[src/rtl/mie_pkg.sv]
// Shared types and constants for the MIPS-I integer execute block.
// Holds opcode and function codes, status codes and controller/datapath structs.
// No dependencies.
package mie_pkg;

  // Data memory geometry.
  localparam int MEM_WORDS = 4096;
  localparam int MEM_AW    = $clog2(MEM_WORDS);

  // Divider step count (one quotient bit per cycle).
  localparam logic [5:0] DIV_STEPS = 6'd32;

  // Status codes.
  localparam logic [2:0] ST_OK      = 3'd0;
  localparam logic [2:0] ST_UNKNOWN = 3'd1;
  localparam logic [2:0] ST_DIVZERO = 3'd2;
  localparam logic [2:0] ST_SYSCALL = 3'd3;
  localparam logic [2:0] ST_COP     = 3'd4;

  // Primary opcodes.
  localparam logic [5:0] OP_SPECIAL = 6'h00;
  localparam logic [5:0] OP_REGIMM  = 6'h01;
  localparam logic [5:0] OP_J       = 6'h02;
  localparam logic [5:0] OP_JAL     = 6'h03;
  localparam logic [5:0] OP_BEQ     = 6'h04;
  localparam logic [5:0] OP_BNE     = 6'h05;
  localparam logic [5:0] OP_BLEZ    = 6'h06;
  localparam logic [5:0] OP_BGTZ    = 6'h07;
  localparam logic [5:0] OP_ADDI    = 6'h08;
  localparam logic [5:0] OP_ADDIU   = 6'h09;
  localparam logic [5:0] OP_SLTI    = 6'h0A;
  localparam logic [5:0] OP_SLTIU   = 6'h0B;
  localparam logic [5:0] OP_ANDI    = 6'h0C;
  localparam logic [5:0] OP_ORI     = 6'h0D;
  localparam logic [5:0] OP_LUI     = 6'h0F;
  localparam logic [5:0] OP_COP0    = 6'h10;
  localparam logic [5:0] OP_COP1    = 6'h11;
  localparam logic [5:0] OP_COP2    = 6'h12;
  localparam logic [5:0] OP_COP3    = 6'h13;
  localparam logic [5:0] OP_LB      = 6'h20;
  localparam logic [5:0] OP_LH      = 6'h21;
  localparam logic [5:0] OP_LWL     = 6'h22;
  localparam logic [5:0] OP_LW      = 6'h23;
  localparam logic [5:0] OP_LBU     = 6'h24;
  localparam logic [5:0] OP_LHU     = 6'h25;
  localparam logic [5:0] OP_LWR     = 6'h26;
  localparam logic [5:0] OP_SB      = 6'h28;
  localparam logic [5:0] OP_SH      = 6'h29;
  localparam logic [5:0] OP_SWL     = 6'h2A;
  localparam logic [5:0] OP_SW      = 6'h2B;
  localparam logic [5:0] OP_SWR     = 6'h2E;

  // SPECIAL function codes.
  localparam logic [5:0] FN_SLL     = 6'h00;
  localparam logic [5:0] FN_SRL     = 6'h02;
  localparam logic [5:0] FN_SRA     = 6'h03;
  localparam logic [5:0] FN_SLLV    = 6'h04;
  localparam logic [5:0] FN_SRLV    = 6'h06;
  localparam logic [5:0] FN_SRAV    = 6'h07;
  localparam logic [5:0] FN_JR      = 6'h08;
  localparam logic [5:0] FN_JALR    = 6'h09;
  localparam logic [5:0] FN_SYSCALL = 6'h0C;
  localparam logic [5:0] FN_MFHI    = 6'h10;
  localparam logic [5:0] FN_MTHI    = 6'h11;
  localparam logic [5:0] FN_MFLO    = 6'h12;
  localparam logic [5:0] FN_MTLO    = 6'h13;
  localparam logic [5:0] FN_MULTU   = 6'h19;
  localparam logic [5:0] FN_DIV     = 6'h1A;
  localparam logic [5:0] FN_DIVU    = 6'h1B;
  localparam logic [5:0] FN_ADD     = 6'h20;
  localparam logic [5:0] FN_ADDU    = 6'h21;
  localparam logic [5:0] FN_SUBU    = 6'h23;
  localparam logic [5:0] FN_AND     = 6'h24;
  localparam logic [5:0] FN_OR      = 6'h25;
  localparam logic [5:0] FN_XOR     = 6'h26;
  localparam logic [5:0] FN_NOR     = 6'h27;
  localparam logic [5:0] FN_SLT     = 6'h2A;
  localparam logic [5:0] FN_SLTU    = 6'h2B;

  // REGIMM rt codes.
  localparam logic [4:0] RI_BLTZ = 5'd0;
  localparam logic [4:0] RI_BGEZ = 5'd1;

  // COP0 rs codes that are reported rather than rejected.
  localparam logic [4:0] CO_MF = 5'h00;
  localparam logic [4:0] CO_MT = 5'h04;
  localparam logic [4:0] CO_CO = 5'h10;

  // Link register for jal.
  localparam logic [4:0] REG_RA = 5'd31;

  // Commands from the controller to the datapath.
  typedef struct packed {
    logic load;
    logic div_start;
    logic commit;
  } mie_cmd_t;

  // Status from the datapath to the controller.
  typedef struct packed {
    logic div_op;
    logic div_busy;
  } mie_sts_t;

endpackage

[src/rtl/mie_ctrl.sv]
// Controller of the execute block: sequences register read, memory read,
// divide and commit, and owns both channel handshakes. Depends on mie_pkg.
module mie_ctrl (
  input  logic              clk,
  input  logic              rst,
  input  logic              in_valid,
  output logic              in_ready,
  output logic              out_valid,
  input  logic              out_ready,
  output mie_pkg::mie_cmd_t cmd,
  input  mie_pkg::mie_sts_t sts
);
  import mie_pkg::*;

  localparam logic [2:0] S_IDLE  = 3'd0;
  localparam logic [2:0] S_RDREG = 3'd1;
  localparam logic [2:0] S_MEMRD = 3'd2;
  localparam logic [2:0] S_DIV   = 3'd3;
  localparam logic [2:0] S_EXEC  = 3'd4;

  logic [2:0] state;
  logic [2:0] state_next;
  logic       slot_free;

  assign in_ready  = (state == S_IDLE);
  assign slot_free = !out_valid || out_ready;

  // Next state and commands.
  always_comb begin
    state_next    = state;
    cmd.load      = 1'b0;
    cmd.div_start = 1'b0;
    cmd.commit    = 1'b0;
    unique case (state)
      S_IDLE: begin
        if (in_valid) begin
          cmd.load   = 1'b1;
          state_next = S_RDREG;
        end
      end
      S_RDREG: state_next = S_MEMRD;
      S_MEMRD: begin
        if (sts.div_op) begin
          cmd.div_start = 1'b1;
          state_next    = S_DIV;
        end else begin
          state_next = S_EXEC;
        end
      end
      S_DIV: begin
        if (!sts.div_busy) begin
          state_next = S_EXEC;
        end
      end
      S_EXEC: begin
        if (slot_free) begin
          cmd.commit = 1'b1;
          state_next = S_IDLE;
        end
      end
      default: state_next = S_IDLE;
    endcase
  end

  // State register and output valid flag.
  always_ff @(posedge clk) begin
    if (rst) begin
      state     <= S_IDLE;
      out_valid <= 1'b0;
    end else begin
      state <= state_next;
      if (cmd.commit) begin
        out_valid <= 1'b1;
      end else if (out_ready) begin
        out_valid <= 1'b0;
      end
    end
  end

`ifndef NO_ASSERTIONS
  // An accepted transaction always moves on to the register read.
  a_accept_to_read: assert property (@(posedge clk) disable iff (rst)
    (in_valid && in_ready) |=> (state == S_RDREG))
    else $error("accepted transaction did not start register read");

  // A result is never written over one that is still waiting.
  a_no_overwrite: assert property (@(posedge clk) disable iff (rst)
    cmd.commit |-> (!out_valid || out_ready))
    else $error("commit overwrote a pending result");

  // Starting the divider makes it busy on the next cycle.
  a_div_busy: assert property (@(posedge clk) disable iff (rst)
    cmd.div_start |=> sts.div_busy)
    else $error("divider did not start");

  // The divider is idle whenever a transaction is committed.
  a_div_idle_commit: assert property (@(posedge clk) disable iff (rst)
    cmd.commit |-> !sts.div_busy)
    else $error("commit while divider busy");
`endif

endmodule

[config.mk]
export PLATFORM = sky130hd
export DESIGN_NAME = mie_ctrl
export DESIGN_NICKNAME = d
export VERILOG_FILES = /design/src/rtl/mie_pkg.sv /design/src/rtl/mie_ctrl.sv
export SDC_FILE = /design/constraint.sdc
export NUM_CORES = 1
export LEC_CHECK = 0
export ABC_AREA = 1
export BUFFER_PORTS_ARGS = -buffer_cell sky130_fd_sc_hd__buf_2
export CORE_AREA = 2 2 39 41
export CTS_BUF_LIST = sky130_fd_sc_hd__clkbuf_4 sky130_fd_sc_hd__clkbuf_8 sky130_fd_sc_hd__clkbuf_16
export CTS_CLUSTER_SIZE = 25
export DETAILED_ROUTE_END_ITERATION = 8
export DIE_AREA = 0 0 41 43
export MAX_ROUTING_LAYER = met4
export PLACE_DENSITY_LB_ADDON = 0.15
export RECOVER_POWER = 50
export REMOVE_ABC_BUFFERS = 1
export SLEW_MARGIN = 10
export SYNTH_ARGS = -nofsm -noshare
export SYNTH_HDL_FRONTEND = slang
export SYNTH_SLANG_ARGS = --single-unit
[constraint.sdc]
create_clock -name clk -period 1.7 [get_ports clk]
set_input_delay 0.085 -clock clk [delete_from_list [all_inputs] [get_ports clk]]
set_output_delay 0.085 -clock clk [all_outputs]
set_load 0.01 [all_outputs]
# After elaboration in Yosys (flattened, before gate mapping)
# Index checks and enable logic that the tools add are counted.
[classes] n_eq_ne=7 reduce_logical=5 muxes=13
[ops] op="3-bit case mux with 5 select lines" count=1
[ops] op="3-bit two-way mux" count=4
[ops] op="1-bit two-way mux" count=8
[ops] op="3-bit by 2-bit == test with 1-bit output (second input constant)" count=2
[ops] op="2-bit != test (second input constant)" count=3
[ops] op="3-bit by 1-bit == test with 1-bit output (second input constant)" count=1
[ops] op="3-bit == test (second input constant)" count=1
[ops] op="3-bit zero test" count=1
[ops] op="3-bit AND reduction" count=1
[ops] op="2-bit nonzero test" count=1
[ops] op="1-bit zero test" count=1
[ops] op="1-bit logical OR" count=1
[totals] out_inout_bits=5 reg_bits=4 word_cells=27 input_bits=6

# Depth between registers and ports, before layout
# Gate-level depths: netlist of run 1.
[logic_depth] word_depth=5 ltp_mapped=7 depth_no_buf=7

# Least setup slack after synthesis of run 1
# OpenSTA, ideal clock, no wires.
[synth_timing] path_kind="register to register" from="reg out_valid" to="reg state[2]" t_arrival_ps=838 n_path_buf=0 required_ps=1588 synth_period_minus_slack_ps=950 path_stages_with_launch=8 slack_ps=750 cell_sequence="dfxtp_1 -> inv_1 -> nor2_1 -> nand3_1 -> nand3_1 -> nand2_1 -> inv_1 -> nor2_2"
[synth_between] elab_chain_cells=4
[synth_lines] element="start: declaration" line="mie_ctrl.sv:8" source="output logic out_valid,"
[synth_lines] element="start signal: assignment" line="mie_ctrl.sv:69" source="out_valid <= 1'b0;"
[synth_lines] element="start signal: assignment" line="mie_ctrl.sv:73" source="out_valid <= 1'b1;"
[synth_lines] element="start signal: assignment" line="mie_ctrl.sv:75" source="out_valid <= 1'b0;"
[synth_lines] element="1-bit zero test" line="mie_ctrl.sv:26" source="assign slot_free = !out_valid || out_ready;"
[synth_lines] element="1-bit logical OR" line="mie_ctrl.sv:26"
[synth_lines] element="2-bit != test (no source line)"
[synth_lines] element="3-bit AND reduction (no source line)"
[synth_lines] element="end signal: assignment" line="mie_ctrl.sv:71" source="state <= state_next;"
[synth_lines] element="end: declaration" line="mie_ctrl.sv:21" source="logic [2:0] state;"
# Every way passes these cells.
# A chain may end at the register's enable or synchronous reset.

==> results of run 1 <==
Yosys cell counts:
library cell	number	area, µm²
a211oi_2	1	12.5
dfxtp_1	4	80.1
inv_1	8	30.0
inv_2	2	7.51
nand2_1	6	22.5
nand3_1	7	35.0
nand3_2	1	10.0
nand4_1	1	6.26
nor2_1	6	22.5
nor2_2	2	12.5
o21ai_1	1	5.00
o21ai_2	1	8.76
per-layer routing:
metal | global-route usage | vias to the layer above | share of wire
met5 | - | - | 0
met4 | 0.100 | 0 | 0.017
met3 | 0.0471 | 2 | 0.069
met2 | 0.0906 | 7 | 0.49
met1 | 0.0772 | 119 | 0.42
li1 | - | 152 | -
worst min-delay path by stage:
stage          startpoint         to  slack [ps]  cells after the start
6_report              rst  out_valid          60                      2
5_1_grt               rst  out_valid          70                      2
4_1_cts               rst  out_valid          50                      2
3_5_place_dp          rst  out_valid         300                      2
3_3_place_gp          rst  out_valid         300                      2
2_1_floorplan         rst  out_valid         160                      1
cells by family (layout without fill, tap and decap cells):
logic type,after synthesis,after routing,share of synthesized area
buf+inv,10,23,0.149
simple gates,23,23,0.431
compound gates,3,3,0.104
flops,4,4,0.317
power by group:
| group | internal [µW] | switching (µW) | leakage [µW] |
|---|---|---|---|
| Sequential | 115 | 21.6 | 0.0000329 |
| Combinational | 67.8 | 106 | 0.000152 |
| Clock | 78.7 | 35.4 | 0.0000138 |
registers in the layout, indices dropped and copies added (netlist names):
name / count
state: 3
out_valid: 1
critical path, delay by kind of cell (launching register included):
| family | cells | cell delay [ps] |
|---|---|---|
| AND/OR/NAND/NOR | 3 | 490 |
| flip-flops | 1 | 330 |
| buffers and inverters | 1 | 130 |
cell type report:
type | instances | area, µm² | area share
flip-flops and latches | 4 | 80.1 | 0.234
repair buffers | 10 | 48.8 | 0.143
well taps | 16 | 20.0 | 0.0586
clock buffers | 3 | 22.5 | 0.0659
inverters | 10 | 37.5 | 0.110
multi-input cells | 26 | 133 | 0.388
through the flow:
stage	hold WS [ps]	util
detailed placement	304	0.233
finish	59.7	0.247
CTS	53.9	0.250
floorplan	157	-
global placement	302	0.233
global route	69.8	0.247
==> results.json, run 1 <==
{
  "outcome": "finished, final reports clean",
  "layout-drive-gt1-share": 0.340,
  "cts_made_buffers": 3,
  "viasPerCell": 4.06,
  "max_clock_freq_ghz": 0.796,
  "drv_slew": 0,
  "critPathCapture": "cmd[2]",
  "path_cells": "nor2_1 > nand2_1 > nor2_1 > buf_2",
  "reg2reg_to": "state[0]",
  "rsz0062_at_grt": "no",
  "grt_pass1_vias": 222,
  "dpl.hpwl_um": 433,
  "ant_nets": 0,
  "cts_setup_buffers": 0,
  "end_kind": "output pin",
  "power_density_mw_per_mm2": 1240,
  "tightestPinTransition_ps": 303,
  "cp_common_cell": "nor2_1",
  "grt_max_degree": 7,
  "track_usage": 0.0792,
  "layout_common_cells": "buf_2, inv_1, nor2_1, nand3_1, nand2_1",
  "port_buffers": 10,
  "start_util": 0.183,
  "insertion_delay_ps": 230,
  "finalCritPeriodShare": 0.739,
  "relSlewSlack": 0.798,
  "cts_root_buffer": "clkbuf_4",
  "num_vias": 280,
  "crit_fanout": 5,
  "wl_per_cell_um": 7.59,
  "stdcell_count": 69,
  "ff2ff_path_depth": 3,
  "timing.rr.start": "state[0]",
  "worstPathRequired_ps": 1620,
  "fin_skew_ps": 3.75,
  "synth-seq-cells": 4,
  "ys_warn_count": 0,
  "clk_path_buf_depth": 2,
  "place_area_um2": 323,
  "hold_path_class": "primary input to flop",
  "min_period_ps": 1260,
  "crit_slowest_cell": "dfxtp_1",
  "setup_ws_ps": 444,
  "final_nets": 61,
  "crit_type": "flop to output pin",
  "drt_iter0_drc": 3,
  "hold_viol_final": 0,
  "final_common_cell": "buf_2",
  "clkSlewWorstSetupHoldPaths_ps": 40,
  "drv_cap": 0,
  "antenna_found_initial": 0,
  "avgSynthCellArea_um2": 6.32,
  "yosysSeqAreaShare": 0.317,
  "yosysUniqueCellTypes": 12,
  "drt-total-wl_um": 524,
  "power_uw": 424,
  "place_inst": 66,
  "n_antenna_cell": 0,
  "synthCells": 40,
  "grt-ovfl-total": 0,
  "grt_pass1_wl_um": 807,
  "ctsHoldBuffers": 0,
  "arrival_ps": 1170,
  "gp_congestion": 0.651,
  "reg2reg_setup_slack_ps": 600,
  "fillers": 159,
  "fp.dieH_um": 43,
  "startpoint_type": "flop",
  "fin_area_um2": 342,
  "setup_tns_ps": 0,
  "ctsResizeCount": 0,
  "leakagePower_uw": 0.000199,
  "drt-pass1-iter-count": 4,
  "die_x_um": 41,
  "cpPeakStageDelay_ps": 330,
  "dp_slack_ps": 709,
  "htree_num_levels": 1,
  "setup_violations": 0,
  "die_area_mm2": 0.00176,
  "ir_drop_mv": 0.362,
  "startpoint": "state[0]",
  "rows": 14,
  "synth_area_um2": 253,
  "drc": 0,
  "io_pins": 11,
  "area_growth_pct": 35.1,
  "cts.sinks": 4,
  "cts_tree": "done",
  "core_area_mm2": 0.00138
}
(Power assumes the default switching activity.)
==> inputs of run 2 (changes only) <==
--- a/config.mk
+++ b/config.mk
@@ -5,7 +5,7 @@
 export SDC_FILE = /design/constraint.sdc
 export NUM_CORES = 1
 export LEC_CHECK = 0
-export ABC_AREA = 1
+export ABC_AREA = 0
 export BUFFER_PORTS_ARGS = -buffer_cell sky130_fd_sc_hd__buf_2
 export CORE_AREA = 2 2 39 41
 export CTS_BUF_LIST = sky130_fd_sc_hd__clkbuf_4 sky130_fd_sc_hd__clkbuf_8 sky130_fd_sc_hd__clkbuf_16
==> constraint.sdc (replaced) <==
create_clock -name clk -period 1.02 [get_ports clk]
set_input_delay 0.051 -clock clk [delete_from_list [all_inputs] [get_ports clk]]
set_output_delay 0.051 -clock clk [all_outputs]
set_load 0.01 [all_outputs]
==> run 2 against run 1 <==
  * The run now ends with negative setup slack left
  * Hold slack worse by 7.3 ps
  * Count of clock-buffer cells in the layout is the same
  * Final area rose by 6.6%
  * Routed wire length fell by 4.8%
  * Via count fell by 23%
  * Total power rose by 32%
  * Largest power group is now registers
  * Critical path depth down 1
  * Sequential power increased by 50%
  * Global-route usage is essentially flat
  * Register-to-register slack lost 580 ps
  * Clock power grew 73%
  * Die area stayed put
==> results.json, run 2 <==
{
  "outcome": "finished with violations",
  "violations": "negative setup slack",
  "end_kind": "output pin",
  "die_x_um": 41,
  "critPathBufInv": 1,
  "insertion_delay_ps": 230,
  "synth_xor_area_frac": 0,
  "synthSimpleGateAreaFrac": 0.333,
  "dr_wl_met2_um": 266,
  "clkSlewWorstSetupHoldPaths_ps": 40,
  "rows": 14,
  "critPathTopFamily": "flip-flops",
  "crit_fanout": 4,
  "drc": 0,
  "yosysUniqueCellTypes": 16,
  "largest_register_ffs": 3,
  "cts.sinks": 4,
  "drt_iter0_drc": 4,
  "largest_register": "state",
  "synth_compound_gate_area_share": 0.217,
  "rsz0062_at_grt": "yes",
  "hold_path_class": "primary input to flop",
  "fp.dieH_um": 43,
  "min_period_ps": 1060,
  "setup_violations": 3,
  "area_growth_pct": 61.7,
  "grt_pass1_vias": 243,
  "critPathCapture": "cmd[2]",
  "netlist.top_cell.by_area": "dfxtp_1",
  "ctsHoldBuffers": 0,
  "final_nets": 46,
  "path_depth": 3,
  "cts_made_buffers": 3,
  "final_common_cell": "buf_2",
  "synth_edf_count": 0,
  "layout_common_cells": "buf_2, clkbuf_4, dfxtp_4",
  "yosys_most_used_dff": "dfxtp_1",
  "grt-ovfl-total": 0,
  "timing.rr.start": "state[0]",
  "startpoint": "state[2]",
  "layout-drive-gt1-share": 0.658,
  "synth-seq-cells": 4,
  "drv_cap": 0,
  "ir_drop_mv": 0.531,
  "setup_ws_ps": -42.4,
  "cpPeakStageDelay_ps": 360,
  "finalCritPeriodShare": 1.04,
  "synthAdderAreaFrac": 0,
  "ff2ff_path_depth": 2,
  "n_antenna_cell": 0,
  "hold_viol_final": 0,
  "grt_pass1_wl_um": 841,
  "crit_slowest_cell": "dfxtp_4",
  "drv_slew": 0,
  "drt-total-wl_um": 499,
  "core_area_mm2": 0.00138,
  "startpoint_type": "flop",
  "synth_common_cells": "dfxtp_1, nor2_1, a21oi_1, nand2_1, nor3_1",
  "grt_max_degree": 7,
  "timing.hold.ws_ps": 52.4,
  "synth-async-reset-ratio": 0,
  "io_pins": 11,
  "arrival_ps": 1010,
  "num_vias": 217,
  "tightestPinTransition_ps": 216,
  "htree_num_levels": 1,
  "synth_top_area_frac": 0.356,
  "cts_tree": "done",
  "ant_nets": 0,
  "path_cells": "nor3_4 > and2_1 > buf_2",
  "start_util": 0.163,
  "highest_layer": "met4",
  "synth_most_common_cell": "dfxtp_1",
  "fin_skew_ps": 1.80,
  "track_usage": 0.0794,
  "reg2reg_setup_slack_ps": 20,
  "relSlewSlack": 0.856,
  "met3_length_um": 35,
  "die_area_mm2": 0.00176,
  "wl_per_cell_um": 9.24,
  "ys_warn_count": 0,
  "antenna_found_initial": 0,
  "dpl.hpwl_um": 396,
  "viasPerCell": 4.02,
  "avgSynthCellArea_um2": 9.38,
  "synth_area_um2": 225,
  "crit_type": "flop to output pin",
  "cts_root_buffer": "clkbuf_4",
  "leakagePower_uw": 0.000144,
  "synthCells": 24,
  "routedLengthMet1_um": 187,
  "largest_registers": "state x3, out_valid x1",
  "yosysSeqAreaShare": 0.356,
  "gp_congestion": 0.659,
  "reg2reg_to": "state[0]",
  "worstPathRequired_ps": 970,
  "power_density_mw_per_mm2": 1530,
  "dp_slack_ps": 10.6,
  "synth_area_leaders": "dfxtp_1, a2111oi_4, nor4_2",
  "drt-pass1-iter-count": 4,
  "clk_path_buf_depth": 2,
  "synthMuxAreaShare": 0.0444,
  "synth_top_family_by_area": "simple AND/OR/NAND/NOR gates",
  "port_buffers": 10,
  "max_clock_freq_ghz": 0.941
}
-- run 2: worst reg2reg max path, cell delays in order (launching register included) --
cell and delay, ps:
dfxtp_4 360, o21bai_2 210, a2111oi_4 320
-- run 2: kinds of logic (layout without fill, tap and decap cells) --
family / Yosys count / count (layout)
and+or+nand+nor: 13 / 13
muxes: 1 / 1
DFF: 4 / 4
AOI/OAI and AO/OA: 4 / 4
buffers and inverters: 2 / 16
-- run 2: power breakdown --
| part | internal [µW] | switching (µW) | leakage (µW) |
|---|---|---|---|
| Clock | 132 | 64.9 | 0.0000138 |
| Sequential | 174 | 30.6 | 0.0000348 |
| Combinational | 89.3 | 68.5 | 0.0000958 |
| Total | 395 | 164 | 0.000144 |
-- run 2: area by class of cell --
cell class | count | area (µm²)
multi-input cells | 18 | 159
well taps | 16 | 20.0
inverters | 1 | 3.75
clock buffers | 3 | 22.5
flip-flops and latches | 4 | 91.3
repair buffers | 12 | 67.6
fillers | 153 | 1020
-- run 2: what timing repair did --
item / 4_1_cts / 5_1_grt
gates resized for setup: 8 / 5
buffers inserted: 1 / 0
hold endpoints to repair: 0 / 0
pin swaps: 2 / 1
setup endpoints to repair: 4 / 7
-- run 2: per-layer routing --
| metal | GRT usage | vias to the layer above |
|---|---|---|
| li1 | - | 112 |
| met1 | 0.0550 | 96 |
| met2 | 0.122 | 7 |
| met3 | 0.0314 | 2 |
| met4 | 0.100 | 0 |
| met5 | - | - |
-- run 2: worst min-delay path by stage --
stage | start | end | depth (start not counted)
2_1_floorplan | rst | state[2] | 1
3_3_place_gp | rst | out_valid | 2
3_5_place_dp | rst | state[2] | 2
4_1_cts | rst | state[2] | 2
5_1_grt | rst | state[2] | 2
6_report | rst | state[2] | 2
-- run 2: stage by stage --
stage	utilization	cell area [µm²]	cells	total power (µW)	setup TNS, ps
4_1_cts	0.251	348	54	561	-125
6_report	0.263	364	54	559	-95.2
5_1_grt	0.263	364	54	601	-310
3_3_place_gp	0.213	295	50	321	0
2_1_floorplan	-	218	23	274	-6.68
3_5_place_dp	0.213	295	50	321	0
